==> config.mk <==
export PLATFORM = sky130hd
export DESIGN_NAME = rgbw_led_strip_spi_frame_encoder_top_flat
export DESIGN_NICKNAME = d
export VERILOG_FILES = /design/src/rgbwspi_pkg.sv /design/src/rgbwspi_cmd_if.sv /design/src/rgbwspi_byte_if.sv /design/src/rgbwspi_seq.sv /design/src/rgbwspi_scale.sv /design/src/rgbwspi_enc.sv /design/src/rgbw_led_strip_spi_frame_encoder_top.sv /design/src/flat_wrapper.sv
export SDC_FILE = /design/constraint.sdc
export NUM_CORES = 1
export LEC_CHECK = 0
export BUFFER_PORTS_ARGS = -buffer_cell sky130_fd_sc_hd__buf_2
export CELL_PAD_IN_SITES_DETAIL_PLACEMENT = 2
export CELL_PAD_IN_SITES_GLOBAL_PLACEMENT = 2
export CORE_MARGIN = 4
export CORE_UTILIZATION = 44
export DETAILED_ROUTE_END_ITERATION = 10
export GPL_TIMING_DRIVEN = 0
export PLACE_DENSITY = 0.82
export REMOVE_ABC_BUFFERS = 1
export SLEW_MARGIN = 20
export SYNTH_ARGS = -nofsm -noshare
export SYNTH_HDL_FRONTEND = slang
export SYNTH_SLANG_ARGS = --single-unit
export TNS_END_PERCENT = 10
==> constraint.sdc <==
create_clock -name clk -period 5.27 [get_ports clk]
set_input_delay 0.527 -clock clk [delete_from_list [all_inputs] [get_ports clk]]
set_output_delay 0.527 -clock clk [all_outputs]
set_load 0.02 [all_outputs]
==> src/rgbwspi_pkg.sv <==
// ----------------------------------------------------------------------------
// rgbwspi_pkg
// Shared constants, types and helpers for the RGBW LED strip SPI encoder.
// ----------------------------------------------------------------------------
`default_nettype none

package rgbwspi_pkg;

  // strip geometry
  localparam int LED_COUNT     = 64;
  localparam int LEAD_BYTES    = 0;
  localparam int RESET_BYTES   = 128;
  localparam int LEVEL_MAX     = 255;
  localparam int BYTES_PER_LED = 16;

  localparam int PAYLOAD_END = LEAD_BYTES + LED_COUNT * BYTES_PER_LED;
  localparam int FRAME_TOTAL = PAYLOAD_END + RESET_BYTES;
  localparam int POS_W       = $clog2(FRAME_TOTAL);

  localparam int LEVEL_W     = 16;
  localparam int COLOUR_W    = 8;
  localparam int NUM_COLOURS = 4;

  // level*255/LEVEL_MAX by reciprocal: exact while x*err < 2^SCALE_SHIFT
  localparam int LVL_BITS    = $clog2(LEVEL_MAX + 1);
  localparam int SCALE_SHIFT = COLOUR_W + 2 * LVL_BITS;
  localparam longint unsigned RECIP_FULL =
    ((64'd1 << SCALE_SHIFT) + 64'(LEVEL_MAX) - 64'd1) / 64'(LEVEL_MAX);
  localparam int RECIP_W = SCALE_SHIFT - LVL_BITS + 2;
  localparam logic [RECIP_W-1:0] RECIP = RECIP_W'(RECIP_FULL);
  localparam int X_W    = LEVEL_W + COLOUR_W;
  localparam int PROD_W = X_W + RECIP_W;

  // item modes
  localparam logic MODE_START = 1'b0;
  localparam logic MODE_NEXT  = 1'b1;

  // colour channel order within an LED
  localparam logic [1:0] CH_WHITE = 2'd0;
  localparam logic [1:0] CH_RED   = 2'd1;
  localparam logic [1:0] CH_GREEN = 2'd2;
  localparam logic [1:0] CH_BLUE  = 2'd3;

  // line code nibbles
  localparam logic [7:0] HI_ONE    = 8'hC0;
  localparam logic [7:0] HI_ZERO   = 8'h80;
  localparam logic [7:0] LO_ONE    = 8'h0C;
  localparam logic [7:0] LO_ZERO   = 8'h08;
  localparam logic [7:0] BYTE_IDLE = 8'h00;
  localparam logic [7:0] COLOUR_FULL = 8'hFF;

  typedef logic [COLOUR_W-1:0] colour_t;
  typedef logic [LEVEL_W-1:0]  level_t;
  typedef logic [POS_W-1:0]    pos_t;

  typedef struct packed {
    logic       payload;
    logic       last;
    logic [1:0] chan;
    logic [1:0] pair;
  } byte_meta_t;

  typedef struct packed {
    logic ld2;
    logic ld3;
  } stage_en_t;

  function automatic byte_meta_t decode_pos(pos_t pos, logic last);
    byte_meta_t m;
    pos_t       rel;
    rel       = pos - POS_W'(LEAD_BYTES);
    m.payload = (pos >= POS_W'(LEAD_BYTES)) && (pos < POS_W'(PAYLOAD_END));
    m.last    = last;
    m.chan    = rel[3:2];
    m.pair    = rel[1:0];
    return m;
  endfunction

  function automatic logic [7:0] encode_pair(colour_t c, logic [1:0] pair);
    logic [1:0] bits;
    case (pair)
      2'd0:    bits = c[7:6];
      2'd1:    bits = c[5:4];
      2'd2:    bits = c[3:2];
      2'd3:    bits = c[1:0];
      default: bits = c[1:0];
    endcase
    return (bits[1] ? HI_ONE : HI_ZERO) | (bits[0] ? LO_ONE : LO_ZERO);
  endfunction

endpackage

`default_nettype wire

==> src/rgbwspi_cmd_if.sv <==
// ----------------------------------------------------------------------------
// rgbwspi_cmd_if
// Command channel: frame start with four levels, or next-byte request.
// ----------------------------------------------------------------------------
`default_nettype none

interface rgbwspi_cmd_if;
  logic                  valid;
  logic                  ready;
  logic                  mode;
  rgbwspi_pkg::level_t   red_level;
  rgbwspi_pkg::level_t   green_level;
  rgbwspi_pkg::level_t   blue_level;
  rgbwspi_pkg::level_t   white_level;

  modport source (output valid, mode, red_level, green_level, blue_level, white_level,
                  input ready);
  modport sink   (input valid, mode, red_level, green_level, blue_level, white_level,
                  output ready);
endinterface

`default_nettype wire

==> src/rgbwspi_byte_if.sv <==
// ----------------------------------------------------------------------------
// rgbwspi_byte_if
// Byte channel: one SPI frame byte per word, with end-of-frame flag.
// ----------------------------------------------------------------------------
`default_nettype none

interface rgbwspi_byte_if;
  logic       valid;
  logic       ready;
  logic [7:0] spi_byte;
  logic       last_of_frame;

  modport source (output valid, spi_byte, last_of_frame, input ready);
  modport sink   (input valid, spi_byte, last_of_frame, output ready);
endinterface

`default_nettype wire

==> src/rgbwspi_seq.sv <==
// ----------------------------------------------------------------------------
// rgbwspi_seq
// Frame position counter and frame-active flag, updated per accepted word.
// ----------------------------------------------------------------------------
`default_nettype none

module rgbwspi_seq (
  input  logic                clk,
  input  logic                rst,
  input  logic                accept,
  input  logic                mode,
  output logic                keep,
  output rgbwspi_pkg::pos_t   pos,
  output logic                last
);
  import rgbwspi_pkg::*;

  logic active;
  logic active_next;
  pos_t pos_next;

  assign keep = (mode == MODE_START) || active;
  assign last = (pos == POS_W'(FRAME_TOTAL - 1));

  always_comb begin
    active_next = active;
    pos_next    = pos;
    if (accept) begin
      if (mode == MODE_START) begin
        active_next = 1'b1;
        pos_next    = '0;
      end else if (active) begin
        if (last) begin
          active_next = 1'b0;
          pos_next    = '0;
        end else begin
          pos_next = pos + POS_W'(1);
        end
      end
    end
  end

  always_ff @(posedge clk) begin
    if (rst) begin
      active <= 1'b0;
      pos    <= '0;
    end else begin
      active <= active_next;
      pos    <= pos_next;
    end
  end

endmodule

`default_nettype wire

==> src/rgbwspi_scale.sv <==
// ----------------------------------------------------------------------------
// rgbwspi_scale
// One colour lane: level*255/LEVEL_MAX with saturation, two register stages.
// ----------------------------------------------------------------------------
`default_nettype none

module rgbwspi_scale (
  input  logic                     clk,
  input  rgbwspi_pkg::stage_en_t   en,
  input  rgbwspi_pkg::level_t      level,
  output rgbwspi_pkg::colour_t     colour
);
  import rgbwspi_pkg::*;

  logic [X_W-1:0]    x;
  logic              sat2;
  logic [PROD_W-1:0] prod;
  logic              sat3;

  always_ff @(posedge clk) begin
    if (en.ld2) begin
      x    <= {level, 8'h00} - {8'h00, level};
      sat2 <= (level >= LEVEL_W'(LEVEL_MAX));
    end
    if (en.ld3) begin
      prod <= PROD_W'(x) * PROD_W'(RECIP);
      sat3 <= sat2;
    end
  end

  // quotient stays below 255 when not saturated
  assign colour = sat3 ? COLOUR_FULL : prod[SCALE_SHIFT +: COLOUR_W];

endmodule

`default_nettype wire

==> src/rgbwspi_enc.sv <==
// ----------------------------------------------------------------------------
// rgbwspi_enc
// Latched colour set and the two-bits-per-byte line encoder.
// ----------------------------------------------------------------------------
`default_nettype none

module rgbwspi_enc (
  input  logic                     clk,
  input  logic                     rst,
  input  logic                     wr,
  input  rgbwspi_pkg::colour_t     colour_new [rgbwspi_pkg::NUM_COLOURS],
  input  rgbwspi_pkg::byte_meta_t  meta,
  output logic [7:0]               byte_out
);
  import rgbwspi_pkg::*;

  colour_t colours [NUM_COLOURS];

  always_ff @(posedge clk) begin
    if (rst) begin
      for (int i = 0; i < NUM_COLOURS; i++) begin
        colours[i] <= '0;
      end
    end else if (wr) begin
      for (int i = 0; i < NUM_COLOURS; i++) begin
        colours[i] <= colour_new[i];
      end
    end
  end

  assign byte_out = meta.payload ? encode_pair(colours[meta.chan], meta.pair) : BYTE_IDLE;

endmodule

`default_nettype wire

==> src/rgbw_led_strip_spi_frame_encoder_top.sv <==
// ----------------------------------------------------------------------------
// rgbw_led_strip_spi_frame_encoder_top
// SPI byte stream generator for a strip of identical RGBW LEDs.
// ----------------------------------------------------------------------------
//  port    dir   role
//  cmd     sink  start frame (four levels) or request next byte
//  stream  src   frame byte plus end-of-frame flag
//
// One word accepted per clock unless a stalled sink backs the pipeline up; a byte
// passes the input reg, level*255 stage, reciprocal multiply stage and output reg.
// The multiply stage of the four scale lanes sets the depth.
// Sync reset clears valid bits, frame state and latched colours.
// With the sink stalled, three more words are taken before cmd.ready drops.
// ----------------------------------------------------------------------------
`default_nettype none

module rgbw_led_strip_spi_frame_encoder_top (
  input  logic                 clk,
  input  logic                 rst,
  rgbwspi_cmd_if.sink          cmd,
  rgbwspi_byte_if.source       stream
);
  import rgbwspi_pkg::*;

  // stage valids and control
  logic       v1, v2, v3;
  logic       start1, start2, start3;
  logic       oload, leave3, r1, r2, r3;
  logic       accept, keep, last_cur;
  pos_t       pos_cur;
  stage_en_t  en;

  // stage payload
  level_t     lv1 [NUM_COLOURS];
  pos_t       pos1;
  logic       last1;
  byte_meta_t meta2, meta3;
  colour_t    scaled [NUM_COLOURS];
  logic [7:0] byte_enc;

  logic [7:0] spi_byte;
  logic       last_of_frame;
  logic       out_valid;

  assign oload  = !out_valid || stream.ready;
  assign leave3 = v3 && (start3 || oload);
  assign r3     = !v3 || leave3;
  assign r2     = !v2 || r3;
  assign r1     = !v1 || r2;
  assign accept = cmd.valid && r1;
  assign cmd.ready = r1;

  assign en.ld2 = r2;
  assign en.ld3 = r3;

  rgbwspi_seq u_seq (
    .clk    (clk),
    .rst    (rst),
    .accept (accept),
    .mode   (cmd.mode),
    .keep   (keep),
    .pos    (pos_cur),
    .last   (last_cur)
  );

  always_ff @(posedge clk) begin
    if (rst) begin
      v1 <= 1'b0;
      v2 <= 1'b0;
      v3 <= 1'b0;
      out_valid <= 1'b0;
    end else begin
      if (r1) v1 <= accept && keep;
      if (r2) v2 <= v1;
      if (r3) v3 <= v2;
      if (oload) out_valid <= v3 && !start3;
    end
  end

  always_ff @(posedge clk) begin
    if (r1) begin
      start1       <= (cmd.mode == MODE_START);
      pos1         <= pos_cur;
      last1        <= last_cur;
      lv1[CH_WHITE] <= cmd.white_level;
      lv1[CH_RED]   <= cmd.red_level;
      lv1[CH_GREEN] <= cmd.green_level;
      lv1[CH_BLUE]  <= cmd.blue_level;
    end
    if (r2) begin
      start2 <= start1;
      meta2  <= decode_pos(pos1, last1);
    end
    if (r3) begin
      start3 <= start2;
      meta3  <= meta2;
    end
    if (oload) begin
      spi_byte      <= byte_enc;
      last_of_frame <= meta3.last;
    end
  end

  for (genvar g = 0; g < NUM_COLOURS; g++) begin : g_lane
    rgbwspi_scale u_scale (
      .clk    (clk),
      .en     (en),
      .level  (lv1[g]),
      .colour (scaled[g])
    );
  end

  // start word retiring from stage 3 latches the colours for words behind it
  rgbwspi_enc u_enc (
    .clk        (clk),
    .rst        (rst),
    .wr         (v3 && start3),
    .colour_new (scaled),
    .meta       (meta3),
    .byte_out   (byte_enc)
  );

  assign stream.valid         = out_valid;
  assign stream.spi_byte      = spi_byte;
  assign stream.last_of_frame = last_of_frame;

endmodule

`default_nettype wire

==> src/flat_wrapper.sv <==
// flat-port wrapper written by rule: the top's interface ports become plain ports
module rgbw_led_strip_spi_frame_encoder_top_flat import rgbwspi_pkg::*;
  (clk, rst, cmd_valid, cmd_mode, cmd_red_level, cmd_green_level, cmd_blue_level, cmd_white_level, cmd_ready, stream_valid, stream_spi_byte, stream_last_of_frame, stream_ready);
  rgbwspi_cmd_if cmd_i ();
  rgbwspi_byte_if stream_i ();
  input  logic clk;
  input  logic rst;
  input wire logic [$bits(cmd_i.valid)-1:0] cmd_valid;
  input wire logic [$bits(cmd_i.mode)-1:0] cmd_mode;
  input wire logic [$bits(cmd_i.red_level)-1:0] cmd_red_level;
  input wire logic [$bits(cmd_i.green_level)-1:0] cmd_green_level;
  input wire logic [$bits(cmd_i.blue_level)-1:0] cmd_blue_level;
  input wire logic [$bits(cmd_i.white_level)-1:0] cmd_white_level;
  output wire logic [$bits(cmd_i.ready)-1:0] cmd_ready;
  output wire logic [$bits(stream_i.valid)-1:0] stream_valid;
  output wire logic [$bits(stream_i.spi_byte)-1:0] stream_spi_byte;
  output wire logic [$bits(stream_i.last_of_frame)-1:0] stream_last_of_frame;
  input wire logic [$bits(stream_i.ready)-1:0] stream_ready;
  assign cmd_i.valid = cmd_valid;
  assign cmd_i.mode = cmd_mode;
  assign cmd_i.red_level = cmd_red_level;
  assign cmd_i.green_level = cmd_green_level;
  assign cmd_i.blue_level = cmd_blue_level;
  assign cmd_i.white_level = cmd_white_level;
  assign cmd_ready = cmd_i.ready;
  assign stream_valid = stream_i.valid;
  assign stream_spi_byte = stream_i.spi_byte;
  assign stream_last_of_frame = stream_i.last_of_frame;
  assign stream_i.ready = stream_ready;
  rgbw_led_strip_spi_frame_encoder_top u_core (.clk(clk), .rst(rst), .cmd(cmd_i), .stream(stream_i));
endmodule
==> reports/qor.log <==
INFO  setup_path     maximum_cell_stage_delay_along_the_critical_path=840ps
INFO  global_routing antenna_found_initial=0
INFO  cts            cts-buffers-inserted=31
INFO  synthesis      avgSynthCellArea=12.3um^2
INFO  setup_path     setup.worst_path.end=u_core.g_lane[2].u_scale.prod[31]
INFO  place          place_area=19400um^2
INFO  layout         most_common_cell_after_layout_fill_and_taps_aside=sky130_fd_sc_hd__ha_1
INFO  timing         grt_setup_unrepaired=false
INFO  cts            clk_pin_slew=60ps
INFO  cts            clk-insertion-delay-late=590ps
INFO  cts            cts_tree=done
INFO  timing         finalCriticalPeriod=4340ps
INFO  timing         relSlewSlack=44.1%
INFO  setup_path     critical_path_peak_fanout=4
INFO  power_and_ir_drop power_leakage=9.12nW
INFO  setup_path     path_cells=ha_1, ha_1, inv_1, fa_1, inv_1, ha_1, ha_1, nand4_1, o41ai_1, o2111ai_1, and3_1, a311oi_1
INFO  power_and_ir_drop p_int=5.66mW
INFO  die            core_area=41000um^2
INFO  setup_path     critPathArrivalTime=4740ps
INFO  route          vias_per_cell=5.80
INFO  cts            h_tree_depth=1
INFO  timing         final_worst_setup_slack=928ps
INFO  run            cap_violations=0
INFO  cts            cts-hold-fix-buffers=0
INFO  die            rows=74
INFO  power_and_ir_drop seq_power_share=33.8%
INFO  layout         post-route-cell-area=20400um^2
INFO  outcome        outcome=finished, final reports clean
INFO  die            start_util=44.8%
INFO  power_and_ir_drop clockPowerShare=23.8%
INFO  power_and_ir_drop ir_drop=0.293mV
INFO  power_and_ir_drop switching_share=36.7%
INFO  setup_path     regToRegStartpoint=u_core.g_lane[2].u_scale.x[8]
INFO  die            die_footprint=45100um^2
INFO  setup_path     timing_worst_setup_path_type=reg2reg
INFO  route          dr_total_vias=12500
INFO  synthesis      synth-main-ff-cell=sky130_fd_sc_hd__edfxtp_1
INFO  setup_path     setup.worst_path.end_class=flop
INFO  global_routing global_route.overflow_total=0
INFO  synthesis      async_reset_ff_share=0%
INFO  cts            post-cts-setup-buffers=0
INFO  timing         min_period_over_period=82.4%
INFO  global_routing grt_pass1_wl=83300um
INFO  die            num_io_pins=80
INFO  setup_path     ff2ff_setup_slack=930ps
INFO  layout         post_route_cells_drive_above_1_share=9.53%
INFO  place          portBuffers=75
INFO  layout         fillCellCount=3997
INFO  cts            postCtsResizedCells=0
INFO  place          dp_slack=923ps
INFO  route          route.final.wire_length=52500um
INFO  synthesis      synth_seq_area_share=44.0%
INFO  cts            cts-root-to-sink-buffers=3
INFO  synthesis      yosys_warnings=0
INFO  layout         most_frequent_cells_in_the_layout=sky130_fd_sc_hd__ha_1, sky130_fd_sc_hd__edfxtp_1, sky130_fd_sc_hd__nor2_1
INFO  layout         number_of_antenna_repair_diodes=0
INFO  global_routing grt_start_max_net_pins=49
INFO  global_routing grtUsageTotal=23.5%
INFO  setup_path     crit_path_start=u_core.g_lane[2].u_scale.x[8]
INFO  timing         final_max_slew_viol_count=0
INFO  setup_path     rr_worst_depth=12
INFO  layout         areaGrowthSynthToFinish=11.2%
INFO  timing         hold_viol_final=0
INFO  synthesis      synth.lib_cells_used.distinct=72
INFO  place          dp.final_hpwl=39800um
INFO  cts            clock-sinks=275
INFO  timing         setup_viol=0
INFO  route          drt.antenna.violating_nets=0
INFO  route          drt_first_pass_iters=5
INFO  power_and_ir_drop power.switching=3.28mW
INFO  synthesis      synth_enable_flop_cells=257
INFO  cts            clock-root-buffer=sky130_fd_sc_hd__clkbuf_16
INFO  die            die_w=212um
INFO  timing         clock-skew-final=23.3ps
INFO  layout         design.final.nets=2071
INFO  place          place.gp.congestion=0.868
INFO  power_and_ir_drop pwr_density_cell=438nW/um^2
INFO  die            dieHeight=212um
INFO  synthesis      syn-instance-count=1494
INFO  synthesis      synth_seq_cells=275
INFO  min_path       worst_hold_path_type=in2reg
INFO  timing         tightest_slew=827ps
INFO  min_path       hold_path_depth=1
INFO  route          wire_per_inst=24.4um
INFO  route          drcViolationCount=0
INFO  setup_path     critical-path-top-cell-by-count=sky130_fd_sc_hd__ha_1
INFO  setup_path     data_required_time_of_the_critical_path=5670ps
INFO  route          drt_iter0_drc=491
INFO  synthesis      syn-cell-area=18400um^2
INFO  setup_path     rr_endpoint=u_core.g_lane[2].u_scale.prod[31]
INFO  global_routing via_count_of_the_first_global_routing_pass=14600
INFO  power_and_ir_drop comb_power_share=42.4%
INFO  timing         max_freq=0.230GHz
INFO  setup_path     cp-start-kind=flop
INFO  setup_path     cp_slowest_cell=sky130_fd_sc_hd__o41ai_1
state kept, by name, summed over array words and instances, names as in the netlist, 3 cells and up, named ones only:
name / count
u_core.meta3: 6
u_core.pos1: 5
u_core.u_seq.pos: 11
u_core.meta2: 6
u_core.g_lane.u_scale.prod: 32
u_core.stream.spi_byte: 3
u_core.lv1: 64
u_core.g_lane.u_scale.sat3: 4
u_core.g_lane.u_scale.sat2: 4
u_core.u_enc.colours: 32
u_core.g_lane.u_scale.x: 96
worst max-delay path, delay by kind of cell (launching register included):
| family | cells | cell delay, ps |
|---|---|---|
| AOI/OAI and AO/OA | 3 | 1360 |
| and+or+nand+nor | 2 | 430 |
| buffers and inverters | 2 | 110 |
| adders and majority gates | 5 | 1790 |
| DFF | 1 | 480 |
worst min-delay path by stage:
stage | start | to | slack, ps
after floorplan | u_core.g_lane[0].u_scale.sat2 | u_core.g_lane[0].u_scale.sat3 | 400
after global placement | u_core.g_lane[1].u_scale.sat2 | u_core.g_lane[1].u_scale.sat3 | 400
after detailed placement | u_core.pos1[2] | u_core.meta2[2] | 410
after CTS | cmd_green_level[8] | u_core.lv1[2][8] | 90
after global routing | cmd_green_level[6] | u_core.lv1[2][6] | 90
final | cmd_blue_level[0] | u_core.lv1[3][0] | 120
synthesized netlist by cell type (4+ instances only):
cell	number	area, um^2
sky130_fd_sc_hd__o21bai_1	9	67.6
sky130_fd_sc_hd__nand2b_1	7	43.8
sky130_fd_sc_hd__xnor2_1	96	841
sky130_fd_sc_hd__a31oi_1	10	62.6
sky130_fd_sc_hd__ha_1	381	4770
sky130_fd_sc_hd__or3_1	10	62.6
sky130_fd_sc_hd__a21o_1	28	210
sky130_fd_sc_hd__nor2b_1	8	50.1
sky130_fd_sc_hd__nor2_1	133	499
sky130_fd_sc_hd__o2111ai_1	5	43.8
sky130_fd_sc_hd__xor2_1	33	289
sky130_fd_sc_hd__and3_1	8	50.1
sky130_fd_sc_hd__a211oi_1	13	97.6
sky130_fd_sc_hd__a211o_1	5	43.8
sky130_fd_sc_hd__o31ai_1	7	52.6
sky130_fd_sc_hd__inv_1	65	244
sky130_fd_sc_hd__nand2_1	72	270
sky130_fd_sc_hd__or2_2	5	31.3
sky130_fd_sc_hd__nor4_1	9	56.3
sky130_fd_sc_hd__clkbuf_1	7	26.3
sky130_fd_sc_hd__mux4_2	9	203
sky130_fd_sc_hd__nand3_1	19	95.1
sky130_fd_sc_hd__buf_1	4	15.0
sky130_fd_sc_hd__nor3_1	23	115
sky130_fd_sc_hd__fa_1	28	561
sky130_fd_sc_hd__o21a_1	12	90.1
sky130_fd_sc_hd__o211ai_1	8	60.1
sky130_fd_sc_hd__o221ai_1	4	35.0
sky130_fd_sc_hd__nand3b_1	4	30.0
sky130_fd_sc_hd__nand4_1	24	150
sky130_fd_sc_hd__a21oi_1	66	330
sky130_fd_sc_hd__o21ai_0	40	200
sky130_fd_sc_hd__edfxtp_1	257	7720
sky130_fd_sc_hd__buf_4	5	37.5
sky130_fd_sc_hd__o21ai_1	4	20.0
sky130_fd_sc_hd__dfxtp_1	18	360
sky130_fd_sc_hd__a311oi_1	4	35.0
cell families (layout without fill, tap and decap cells):
| kind of cell | after synthesis | in the layout | share of synthesized area [%] |
|---|---|---|---|
| and+or+nand+nor | 337 | 337 | 8.78 |
| DFF | 275 | 275 | 44.0 |
| AOI/OAI and AO/OA | 248 | 248 | 8.91 |
| other | 1 | 4 | 0.0204 |
| xor gates and xnor gates | 129 | 129 | 6.15 |
| buffers and inverters | 82 | 201 | 1.79 |
| adders and majority gates | 409 | 409 | 29.0 |
| muxes | 13 | 13 | 1.33 |
per-stage QoR:
| stage | setup TNS (ps) | hold WS (ps) | power [mW] | std cells | util (%) |
|---|---|---|---|---|---|
| 2_1_floorplan | 0 | 400 | 5.51 | 1480 | - |
| 3_3_place_gp | -595 | 401 | 6.30 | 2087 | 47.1 |
| 3_5_place_dp | 0 | 405 | 6.73 | 2092 | 47.4 |
| 4_1_cts | 0 | 91.0 | 9.03 | 2148 | 49.8 |
| 5_1_grt | 0 | 93.3 | 9.63 | 2148 | 49.8 |
| 6_report | 0 | 120 | 8.94 | 2148 | 49.8 |
power groups by stage:
stage	sequential, mW	combinational, mW	clock, mW
after detailed placement	3.07	3.66	0
final	3.02	3.79	2.13
after floorplan	2.94	2.57	0
after global routing	3.05	4.31	2.27
after CTS	3.03	3.83	2.18
after global placement	3.03	3.27	0
layer usage:
| layer | track usage, % | part of all wire [%] | wire, um |
|---|---|---|---|
| met4 | 5.44 | 2.5 | 1310 |
| met2 | 44.5 | 53 | 27900 |
| met5 | 0 | 0 | 0 |
| met1 | 28.7 | 42 | 21900 |
| met3 | 2.66 | 2.6 | 1340 |
final cells by class:
type / count / area [um^2] / share of cell area (%)
clock inverters: 16 / 163 / 0.797
clock buffers: 40 / 810 / 3.96
well taps: 532 / 666 / 3.26
inverters: 65 / 244 / 1.19
repair buffers: 80 / 474 / 2.32
multi-input cells: 1140 / 9990 / 48.9
flip-flops and latches: 275 / 8080 / 39.6
(Power assumes the default switching activity.)
